==> config.mk <==
export PLATFORM = sky130hd
export DESIGN_NAME = rsrl_ram
export DESIGN_NICKNAME = d
export VERILOG_FILES = /design/src/rtl/core/rsrl_ram.sv
export SDC_FILE = /design/constraint.sdc
export NUM_CORES = 1
export LEC_CHECK = 0
export BUFFER_PORTS_ARGS = -buffer_cell sky130_fd_sc_hd__buf_4
export CORE_MARGIN = 2
export CORE_UTILIZATION = 54
export CTS_CLUSTER_SIZE = 28
export DETAILED_ROUTE_END_ITERATION = 6
export HOLD_SLACK_MARGIN = 0.08
export PLACE_DENSITY = 0.8
export REMOVE_ABC_BUFFERS = 1
export SLEW_MARGIN = 15
export SYNTH_ARGS = -nofsm -noshare
export SYNTH_HDL_FRONTEND = slang
export SYNTH_SLANG_ARGS = --single-unit
==> constraint.sdc <==
create_clock -name clk_i -period 1.9 [get_ports clk_i]
set_input_delay 0.285 -clock clk_i [delete_from_list [all_inputs] [get_ports clk_i]]
set_output_delay 0.285 -clock clk_i [all_outputs]
set_load 0.02 [all_outputs]
==> src/rtl/core/rsrl_ram.sv <==
// Generic single-write, single-read RAM with registered read data.
module rsrl_ram #(
  parameter int unsigned WIDTH = 8,
  parameter int unsigned DEPTH = 16
) (
  input  logic                     clk_i,
  input  logic                     we_i,
  input  logic [$clog2(DEPTH)-1:0] waddr_i,
  input  logic [WIDTH-1:0]         wdata_i,
  input  logic [$clog2(DEPTH)-1:0] raddr_i,
  output logic [WIDTH-1:0]         rdata_o
);

  logic [WIDTH-1:0] mem_q [DEPTH];
  logic [WIDTH-1:0] rdata_q;

  // Write port
  always_ff @(posedge clk_i) begin
    if (we_i) begin
      mem_q[waddr_i] <= wdata_i;
    end
  end

  // Registered read port
  always_ff @(posedge clk_i) begin
    rdata_q <= mem_q[raddr_i];
  end

  assign rdata_o = rdata_q;

endmodule

==> results.md, run 1 <==
- Total of max-cap violations: 0
- Vias in the first global route: 2657
- Finished Layout Cells: 430
- Post-Syn Instances: 229
- Sw Share: approximately 21%
- Compound-cell area share of the yosys netlist: approximately 2.3%
- Crit. End Element: flop
- Row count: 35
- Synthesized flop and latch total: about 140
- Static Leak: ~2.1 nW
- Antenna Violating Nets Remaining: 0
- Hold Vio Cnt, Final: 0
- Residual DRC: 0
- Max Buffers Root-to-Sink: 2
- Distinct cells, synth: 19
- Initial Util: a little under three fifths
- Launching element type of the critical path: flop
- Post_cts resized: 0
- Mapped Area: slightly above 5000 µm²
- Seq/Total Area, Yosys: between 70% and 80%
- Hpwl dp: around 6000 µm
- Design Area, Final: 6210 µm²
- Worst-path maximum fanout: 1
- Gr usage total: between 20% and 30%
- Pre-antenna DRT Iters: 4
- # IOs: 26
- RePlAce Congestion: between 0.7 and 0.8
- Status: finished clean
- Critical path buffer and inverter count: 0
- Core area: a little over 9000 µm²
- Slew Limit Fails: 0
- IO Port Bufs: 25
- Final setup TNS: 0 ns
- H-Tree Depth: 4
- Crit path max-delay cell type: mux4_1
- Simple-Gate Fraction of Synth Area: around 3.2%
- CTS Buf Count: 17
- DP Area: approximately 5600 µm²
- Overall power: between 6 and 7 mW
- Initial antenna violation count: 0
- Layout Utilization: about two thirds
- Final nets: 306
- Yosys warning count: 0
- NetSw: about 1.4 mW
- Routed WL: between 10000 and 15000 µm
- Post-synthesis xor/xnor area fraction: 0%
- Flop pwr share: 48.5%
- Synth Area per Inst: roughly 22 µm²
- Vias: around 2500
- Area grow syn2layout: 20.7%
- Die Y: around 100 µm
- Arr. time, crit path: 1.81 ns
- Vias/cell: about 5.7
- Peak VDD IR: between 0.6 and 0.7 mV
- First-pass GRT wire length: between 15000 and 20000 µm
- Share of cells above drive strength 1: 32.2%
- Hold/Removal Path Class: primary input to flop
- Clock skew: 0.0132 ns
- Slew @ Worst Pin: 0.449 ns
- Pint: roughly 5.5 mW
- Sink Count: between 100 and 150
- PwrDens: ~1100 nW/µm²
- Routed WL per cell: roughly 23 µm
- Pin count of the biggest net entering global routing: 33
- Period utilization: 74.9%
- Max-slew headroom: between 70% and 80%
- Clock transition at path regs: 0.06 ns
- Power share of the clock group: between 40% and 50%
- Logic pwr share: 5.2%
- Clock root cell: clkbuf_8
- Die area: a little over 10000 µm²
- Fmax: about 700 MHz
- CTS tree: built
- Iter 0 DRT Violations: between 200 and 300
- Main combinational cell family by area after synthesis: multiplexers
- Adder-Cell Fraction of Synth Area: 0%
- Min cycle time layout: roughly 1.4 ns
- Crit-path max cell delay: approximately 0.51 ns
- Final Setup Violations: 0
- Worst-path cell chain: mux4_1, a22oi_1, nand2_1
- RSZ-0062 raised after global routing: false
- Inst Count DP: slightly below 400
- Number of diodes: 0
- Crit Path Class: flop to flop
- Required time of the worst setup path: approximately 2.3 ns
- Clk Latency, worst-skew pair: 0.52 ns
- CP top delay family: multiplexers
- Gr ovfl total: 0
- Die Wd: 102 µm
- Multiplexer area fraction after synthesis: approximately 15%
- Post-CTS Setup Bufs: 0
==> placed cells by master, fill, tap and decap left out <==
cell type and n:
clkinv_2 3, nand3b_1 2, inv_6 2, buf_4 45, buf_12 1, and2b_1 1
nand2_1 9, clkbuf_16 16, nor2b_1 1, clkinv_4 2, dlygate4sd3_1 4, and2_1 1
dfxtp_1 8, nor2_1 13, nand3_1 1, clkinvlp_4 5, mux4_1 14, nand2b_1 2
nor3_1 4, bufinv_16 3, or3b_2 1, clkbuf_8 1, a22oi_1 16, edfxtp_1 128
mux4_2 18
==> path summary, 6_finish.rpt <==
kind                 from          end  slack [ns]  cells after the start
max          mem_q[10][4]   rdata_o[4]        0.48                      3
min            wdata_i[4]  mem_q[3][4]        0.10                      1
max reg2reg  mem_q[10][4]   rdata_o[4]        0.48                      3
min reg2reg   mem_q[8][2]   rdata_o[2]        0.68                      3
==> worst register-to-register path, stage by stage, from the launching register on <==
cell	delay, ns
edfxtp_1	0.39
mux4_1	0.51
a22oi_1	0.28
nand2_1	0.12
==> area by class of cell <==
type                       count  area [µm²]
clock buffer                  17         414
clock inverter                15         178
fill                         573        3030
multi-input combinational     83        1060
sequential                   136        4000
tap                          129         161
timing repair buffer          50         398
==> metal layers <==
metal | wire (µm) | track usage, %
met1 | 4020 | 32.1
met2 | 5080 | 33.4
met5 | 0 | 0
met3 | 877 | 7.11
met4 | 87 | 7.59
==> registers in the layout, indices dropped and copies added, names as in the netlist <==
register / count
mem_q: 128
rdata_o: 8
==> power groups by stage <==
stage / Combinational [mW] / Sequential [mW] / Clock (mW)
floorplan: 0.134 / 3.46 / 0
global route: 0.391 / 3.38 / 3.41
finish: 0.360 / 3.38 / 3.22
detailed placement: 0.356 / 3.44 / 0
global placement: 0.345 / 3.44 / 0
CTS: 0.366 / 3.38 / 3.28
==> Yosys cell counts <==
master / count / area (µm²)
edfxtp_1: 128 / 3840
mux4_2: 18 / 405
a22oi_1: 16 / 120
mux4_1: 14 / 368
nor2_1: 13 / 48.8
nand2_1: 9 / 33.8
dfxtp_1: 8 / 160
nor3_1: 4 / 20.0
buf_2: 3 / 15.0
buf_6: 3 / 33.8
clkdlybuf4s25_2: 3 / 30.0
nand2b_1: 2 / 12.5
nand3b_1: 2 / 15.0
and2_1: 1 / 6.26
and2b_1: 1 / 7.51
buf_4: 1 / 7.51
nand3_1: 1 / 5.00
nor2b_1: 1 / 6.26
or3b_2: 1 / 8.76
==> stage by stage <==
step | worst slack [ns] | hold WS (ns)
after floorplan | 0.122 | 0.384
after global placement | 0.217 | 0.585
after detailed placement | 0.181 | 0.597
after CTS | 0.450 | 0.0834
after global routing | 0.422 | 0.103
final | 0.476 | 0.104
==> cell families after synthesis <==
group,after synthesis
AO/OA/AOI/OAI,16
AND/OR/NAND/NOR,35
multiplexers,32
buffers and inverters,10
flip-flops,136
==> repair_timing <==
item	in CTS	in global routing
hold buffers	4	0
hold endpoints to repair	54	0
setup endpoints to repair	0	0
Note: power is estimated with default switching activity, not from simulation.
==> run 2, diff against run 1 <==
--- a/config.mk
+++ b/config.mk
@@ -7,11 +7,11 @@
 export LEC_CHECK = 0
 export BUFFER_PORTS_ARGS = -buffer_cell sky130_fd_sc_hd__buf_4
 export CORE_MARGIN = 2
-export CORE_UTILIZATION = 54
+export CORE_UTILIZATION = 60
 export CTS_CLUSTER_SIZE = 28
 export DETAILED_ROUTE_END_ITERATION = 6
 export HOLD_SLACK_MARGIN = 0.08
-export PLACE_DENSITY = 0.8
+export PLACE_DENSITY = 0.84
 export REMOVE_ABC_BUFFERS = 1
 export SLEW_MARGIN = 15
 export SYNTH_ARGS = -nofsm -noshare
==> constraint.sdc (replaced) <==
create_clock -name clk_i -period 1.5 [get_ports clk_i]
set_input_delay 0.225 -clock clk_i [delete_from_list [all_inputs] [get_ports clk_i]]
set_output_delay 0.225 -clock clk_i [all_outputs]
set_load 0.02 [all_outputs]
==> run 2 against run 1 <==
  * Sequential power is 27% higher
  * Largest cell class unchanged
  * Total power is 38% higher
  * Clock skew is 0.0056 ns lower
  * Clock power is 49% higher
  * Worst setup slack worse by 0.39 ns
  * Maximum frequency is 0.81% higher
  * First-iteration DRC count is 20% lower
  * Die area is 9.6% lower
  * Cell area is 2.8% higher
  * Critical path depth stayed put
  * Final cell count is 4.0% lower
==> results.md, run 2 (synthesized netlist as in run 1, its figures left out) <==
- Status: finished clean (unchanged)
- Launching element type of the critical path: flop (unchanged)
- Fmax: 708 MHz (was 702 MHz)
- Uppermost routed layer: met4 (unchanged)
- Vias in the first global route: 2719 (was 2657)
- DP Area: 5610 µm² (was 5580 µm²)
- M1 WL: 4010 µm (was 4020 µm)
- Power share of the clock group: 50.2% (was 46.3%)
- Gr usage total: 24.6% (was 22.4%)
- Number of diodes: 0 (unchanged)
- Met2 routed WL: 5210 µm (was 5080 µm)
- Slew @ Worst Pin: 0.437 ns (was 0.449 ns)
- Hold/Removal Path Class: primary input to flop (unchanged)
- Pre-CTS setup slack: -0.103 ns (was 0.181 ns)
- Arr. time, crit path: 1.82 ns (was 1.81 ns)
- Core area: 8260 µm² (was 9240 µm²)
- Hpwl dp: 6170 µm (was 6150 µm)
- Most flops, register: mem_q (unchanged)
- Peak VDD IR: 0.976 mV (was 0.634 mV)
- Vias: 2551 (was 2466)
- Hold Vio Cnt, Final: 0 (unchanged)
- Initial Util: 62.3% (was 55.7%)
- RePlAce Congestion: 0.775 (was 0.784)
- Static Leak: 2.22 nW (was 2.12 nW)
- Sink Count: 136 (unchanged)
- Flop pwr share: 44.7% (was 48.5%)
- RSZ-0062 raised after global routing: false (unchanged)
- Total of max-cap violations: 0 (unchanged)
- Row count: 33 (was 35)
- Max Buffers Root-to-Sink: 2 (unchanged)
- Routed WL per cell: 25.1 µm (was 23.4 µm)
- Clock root cell: clkbuf_8 (unchanged)
- Die Wd: 96.6 µm (was 102 µm)
- Pin count of the biggest net entering global routing: 18 (was 33)
- Sw Share: 18.8% (was 20.7%)
- Fillcell total: 419 (was 573)
- Slew Limit Fails: 0 (unchanged)
- # IOs: 26 (unchanged)
- Iter 0 DRT Violations: 212 (was 265)
- Crit-path max cell delay: 0.54 ns (was 0.51 ns)
- Commonest non-fill, non-tap cell in the layout: edfxtp_1 (unchanged)
- PwrDens: 1500 nW/µm² (was 1120 nW/µm²)
- Pint: 7.78 mW (was 5.52 mW)
- Crit path max-delay cell type: mux4_1 (unchanged)
- Worst-path cell chain: mux4_1, a22oi_1, nand2_1 (unchanged)
- Clock skew: 0.00758 ns (was 0.0132 ns)
- Worst-path maximum fanout: 1 (unchanged)
- CP top delay family: multiplexers (unchanged)
- Commonest cells after routing, fill and taps aside: edfxtp_1, buf_4, mux4_2, a22oi_1, clkbuf_16 (unchanged)
- Storage cell area: 4000 µm² (unchanged)
- Area of the multi-input gates: 1060 µm² (unchanged)
- Residual DRC: 0 (unchanged)
- Final nets: 313 (was 306)
- Final Setup Violations: 0 (unchanged)
- Required time of the worst setup path: 1.91 ns (was 2.28 ns)
- IO Port Bufs: 25 (unchanged)
- Die area: 9340 µm² (was 10300 µm²)
- Design Area, Final: 6380 µm² (was 6210 µm²)
- Crit. End Element: flop (unchanged)
- Antenna Violating Nets Remaining: 0 (unchanged)
- Max-slew headroom: 70.8% (was 70.1%)
- Post-CTS Setup Bufs: 0 (unchanged)
- Largest register FFs: 128 (unchanged)
- CTS tree: built (unchanged)
- Gr ovfl total: 0 (unchanged)
- Clk Latency, worst-skew pair: 0.53 ns (was 0.52 ns)
- DR WL met3: 931 µm (was 877 µm)
- First-pass GRT wire length: 16400 µm (was 15900 µm)
- NetSw: 1.80 mW (was 1.44 mW)
- Min cycle time layout: 1.41 ns (was 1.42 ns)
- Routed WL: 10400 µm (was 10100 µm)
- Crit Path Class: flop to flop (unchanged)
- Critical path buffer and inverter count: 0 (unchanged)
- Clock transition at path regs: 0.06 ns (about the same)
- CTS Buf Count: 17 (unchanged)
- Share of cells above drive strength 1: 31.8% (was 32.2%)
- Pre-antenna DRT Iters: 7 (was 4)
- Initial antenna violation count: 0 (unchanged)
- Vias/cell: 6.18 (was 5.73)
- Die Y: 96.6 µm (was 102 µm)
- Period utilization: 94.2% (was 74.9%)
- Logic pwr share: 5.0% (was 5.2%)
- Post-route setup slack: 0.0874 ns (was 0.476 ns)
- H-Tree Depth: 4 (unchanged)
- Area grow syn2layout: 24.0% (was 20.7%)
## run 2: cell count changes in the layout (fill, tap and decap cells not counted)
cell and delta:
clkinv_4 +1, inv_6 -2, bufinv_16 +4, clkbuf_8 +2
clkinv_2 -3, clkbuf_1 +2, dlygate4sd3_1 +4, clkinvlp_4 -4
buf_12 +3
## run 2: worst reg2reg max path, cell delays in order, from the launching register on
cell      delay [ns]
edfxtp_1        0.38
mux4_1          0.54
a22oi_1         0.27
nand2_1         0.10
## run 2: worst paths after layout
kind / slack (ns) / depth (start not counted) / startpoint / end
max: 0.09 / 3 / mem_q[5][0] / rdata_o[0]
min: 0.21 / 4 / raddr_i[1] / rdata_o[3]
min reg2reg: 0.69 / 3 / mem_q[0][5] / rdata_o[5]
max reg2reg: 0.09 / 3 / mem_q[5][0] / rdata_o[0]
## run 2: power by group through the flow
stage	combinational [mW]	clock [mW]	sequential, mW
global route	0.518	5.01	4.29
finish	0.480	4.81	4.28
CTS	0.486	4.85	4.28
floorplan	0.170	0	4.38
global placement	0.445	0	4.35
detailed placement	0.461	0	4.36
## run 2: metal layers
metal	global-route usage, %	vias up
met4	8.78	0
met3	7.30	21
met2	37.6	137
met5	0	-
met1	34.4	1284
li1	-	1109
## run 2: layout make-up
cell class,count,share of cell area [%]
sequential,136,62.7
clock inverter,11,3.82
clock buffer,21,7.04
tap,105,2.06
multi-input combinational,83,16.6
timing repair buffer,57,7.80
## run 2: stage by stage
stage          power (mW)  utilization [%]  hold WS [ns]  setup TNS (ns)  cells
3_3_place_gp         4.80             67.9         0.524          -0.180    373
6_report             9.57             77.3         0.206               0    413
5_1_grt              9.82             77.3         0.220               0    413
3_5_place_dp         4.82             67.9         0.523          -0.567    373
4_1_cts              9.62             77.3         0.201               0    413
2_1_floorplan        4.55                -         0.324           -1.74    219
## run 2: what timing repair did
item                      4_1_cts  5_1_grt
hold endpoints to repair      128        0
gates resized for setup         0        0
hold buffers                    8        0
==> run 3, diff against run 2 <==
--- a/config.mk
+++ b/config.mk
@@ -5,13 +5,14 @@
 export SDC_FILE = /design/constraint.sdc
 export NUM_CORES = 1
 export LEC_CHECK = 0
+export ABC_AREA = 1
 export BUFFER_PORTS_ARGS = -buffer_cell sky130_fd_sc_hd__buf_4
 export CORE_MARGIN = 2
-export CORE_UTILIZATION = 60
+export CORE_UTILIZATION = 61
 export CTS_CLUSTER_SIZE = 28
 export DETAILED_ROUTE_END_ITERATION = 6
 export HOLD_SLACK_MARGIN = 0.08
-export PLACE_DENSITY = 0.84
+export PLACE_DENSITY = 0.85
 export REMOVE_ABC_BUFFERS = 1
 export SLEW_MARGIN = 15
 export SYNTH_ARGS = -nofsm -noshare
==> run 3 against run 2 <==
  * Area after synthesis grew 12%
  * Routed wire length grew 29%
  * Critical path depth shrank 2
  * Global-route usage grew 3.4 points
  * Cell area grew 6.7%
  * Non-clock buffer count grew 2
  * First-iteration DRC count grew 130%
  * Die area grew 9.8%
  * Largest power group is now sequential cells
==> results.md, run 3 <==
- Hold Vio Cnt, Final: 0 (unchanged)
- Crit path max-delay cell type: dfxtp_1 (was mux4_1)
- Area grow syn2layout: 18.1% (was 24.0%)
- Peak VDD IR: 0.870 mV (was 0.976 mV)
- Die Y: 101 µm (was 96.6 µm)
- Die Wd: 101 µm (was 96.6 µm)
- Post-synth top flop: edfxtp_1 (unchanged)
- Post-CTS Setup Bufs: 0 (unchanged)
- H-Tree Depth: 4 (unchanged)
- Hpwl dp: 7940 µm (was 6170 µm)
- Crit Path Class: flop to output pin (was flop to flop)
- Worst-path cell chain: buf_4 (was mux4_1, a22oi_1, nand2_1)
- R2R setup slack: 0.42 ns (was 0.09 ns)
- Total of max-cap violations: 0 (unchanged)
- Worst Hold Path EP: rdata_o[5] (was rdata_o[3])
- Post_cts resized: 0 (unchanged)
- Largest register FFs: 128 (unchanged)
- Pre-antenna DRT Iters: 6 (was 7)
- Most flops, register: mem_q (unchanged)
- DR WL met3: 1250 µm (was 931 µm)
- Synth area leaders: edfxtp_1, nand2_1, nand3_1, inv_1, dfxtp_1 (was edfxtp_1, mux4_2, mux4_1, dfxtp_1, a22oi_1)
- Final nets: 623 (was 313)
- Launching element type of the critical path: flop (unchanged)
- Synthesized flop and latch total: 136 (unchanged)
- Critical path buffer and inverter count: 1 (was 0)
- DP Area: 6160 µm² (was 5610 µm²)
- Iter 0 DRT Violations: 482 (was 212)
- CP top delay family: flip-flops (was multiplexers)
- Top post-synthesis cells by count: nand2_1, edfxtp_1, inv_1, nand3_1, nor2_1 (was edfxtp_1, mux4_2, a22oi_1, mux4_1, nor2_1)
- CTS tree: built (unchanged)
- Vias: 4196 (was 2551)
- Residual DRC: 0 (unchanged)
- Gr usage total: 28.0% (was 24.6%)
- Final setup TNS: 0 ns (unchanged)
- Period utilization: 84.4% (was 94.2%)
- Hold WS: 0.154 ns (was 0.206 ns)
- Initial Util: 62.7% (was 62.3%)
- WHS Path Cells: 4 (unchanged)
- RR Endpoint: rdata_o[3] (was rdata_o[0])
- Final Setup Violations: 0 (unchanged)
- Design Area, Final: 6810 µm² (was 6380 µm²)
- Arr. time, crit path: 1.04 ns (was 1.82 ns)
- Met2 routed WL: 6820 µm (was 5210 µm)
- Die area: 10200 µm² (was 9340 µm²)
- Synth Area per Inst: 10.5 µm² (was 22.5 µm²)
- RePlAce Congestion: 0.869 (was 0.775)
- Initial antenna violation count: 0 (unchanged)
- Static Leak: 3.00 nW (was 2.22 nW)
- Clock root cell: clkbuf_8 (unchanged)
- Worst-path maximum fanout: 1 (unchanged)
- Sink Count: 136 (unchanged)
- First-pass GRT wire length: 20700 µm (was 16400 µm)
- Hold path start: raddr_i[2] (was raddr_i[1])
- Post-synth ARST share: 0% (unchanged)
- Core area: 9200 µm² (was 8260 µm²)
- Crit-path max cell delay: 0.37 ns (was 0.54 ns)
- CTS Buf Count: 17 (unchanged)
- Vias in the first global route: 4026 (was 2719)
- Crit. End Element: output pin (was flop)
- M1 WL: 4960 µm (was 4010 µm)
- Post-Syn Instances: 551 (was 229)
- CTS Hold Bufs: 9 (was 8)
- Slew Limit Fails: 0 (unchanged)
- Commonest non-fill, non-tap cell in the layout: nand2_1 (was edfxtp_1)
- Post-synth top area share: 66.7% (was 74.7%)
- Hold/Removal Path Class: primary input to flop (unchanged)
- Clock transition at path regs: 0.06 ns (about the same)
- Gr ovfl total: 0 (unchanged)
- Number of flops mapped to enable cells by yosys: 128 (unchanged)
- PwrDens: 1290 nW/µm² (was 1500 nW/µm²)
- Mapped Area: 5770 µm² (was 5150 µm²)
- IO Port Bufs: 25 (unchanged)
- Min cycle time layout: 1.27 ns (was 1.41 ns)
- R2r worst-path depth: 6 (was 3)
- Vias/cell: 5.76 (was 6.18)
- Max Buffers Root-to-Sink: 2 (unchanged)
- Required time of the worst setup path: 1.27 ns (was 1.91 ns)
- Fmax: 790 MHz (was 708 MHz)
- Number of diodes: 0 (unchanged)
- Uppermost routed layer: met4 (unchanged)
- Commonest cells after routing, fill and taps aside: nand2_1, edfxtp_1, inv_1, nand3_1, buf_4 (was edfxtp_1, buf_4, mux4_2, a22oi_1, clkbuf_16)
- Layout Utilization: 74.0% (was 77.3%)
- Routed WL: 13400 µm (was 10400 µm)
- # IOs: 26 (unchanged)
- Distinct cells, synth: 12 (was 19)
- Top-count cell post-synth: nand2_1 (was edfxtp_1)
- Pin count of the biggest net entering global routing: 47 (was 18)
- Status: finished clean (unchanged)
- Routed WL per cell: 18.3 µm (was 25.1 µm)
- Antenna Violating Nets Remaining: 0 (unchanged)
- Clock skew: 0.00483 ns (was 0.00758 ns)
- Share of cells above drive strength 1: 12.9% (was 31.8%)
- Slew @ Worst Pin: 0.376 ns (was 0.437 ns)
- Row count: 35 (was 33)
- Seq/Total Area, Yosys: 69.4% (was 77.8%)
- RSZ-0062 raised after global routing: false (unchanged)
- Cell taking the most area after synthesis: edfxtp_1 (unchanged)
- Clk Latency, worst-skew pair: 0.52 ns (was 0.53 ns)
- Launch point of the worst reg-to-reg path: mem_q[6][3] (was mem_q[5][0])
- Yosys warning count: 0 (unchanged)
- Max-slew headroom: 74.9% (was 70.8%)
run 3: cell types whose count changed in the layout (fill, tap and decap cells not counted), sizes merged, moves of 5 or more:
cell and change:
nand2 +164, inv +102, nand3 +96, mux4 -32, a22oi -16, bufinv -5
run 3: worst max-delay path by stage:
stage | from | to | slack (ns) | depth (start not counted)
final | rdata_o[2] | rdata_o[2] | 0.23 | 1
after global placement | waddr_i[0] | mem_q[2][7] | 0.22 | 5
after floorplan | raddr_i[0] | rdata_o[2] | 0.29 | 6
after global routing | rdata_o[2] | rdata_o[2] | 0.19 | 1
after CTS | rdata_o[2] | rdata_o[2] | 0.22 | 1
after detailed placement | waddr_i[3] | mem_q[5][0] | 0.17 | 4
run 3: layout make-up:
class                      instances  area [µm²]
sequential                       136        4000
multi-input combinational        289        1210
inverter                         102         383
tap                              111         139
clock inverter                    10         101
clock buffer                      22         453
fill                             540        2390
timing repair buffer              59         515
run 3: cell families (layout without fill, tap and decap cells):
logic type    Yosys count  in the layout  synth area share (%)
buf+inv               126            193                  9.52
flops                 136            136                  69.4
simple gates          289            289                  21.0
run 3: power breakdown:
group / switching [mW] / leakage (nW) / internal, mW
clock network: 1.45 / 0.276 / 2.43
registers: 0.0295 / 1.22 / 4.25
logic: 0.401 / 1.50 / 0.209
run 3: layer usage:
metal / up-vias / track usage [%]
met2: 304 / 45.5
li1: 1884 / -
met3: 45 / 7.94
met1: 1963 / 36.1
met4: 0 / 10.8
met5: - / 0
run 3: stage by stage:
step | power (mW) | instances | worst slack, ns
after global routing | 9.00 | 729 | 0.190
after floorplan | 4.61 | 527 | 0.295
after detailed placement | 4.93 | 688 | 0.167
after CTS | 8.77 | 729 | 0.216
final | 8.76 | 729 | 0.235
after global placement | 4.90 | 688 | 0.222
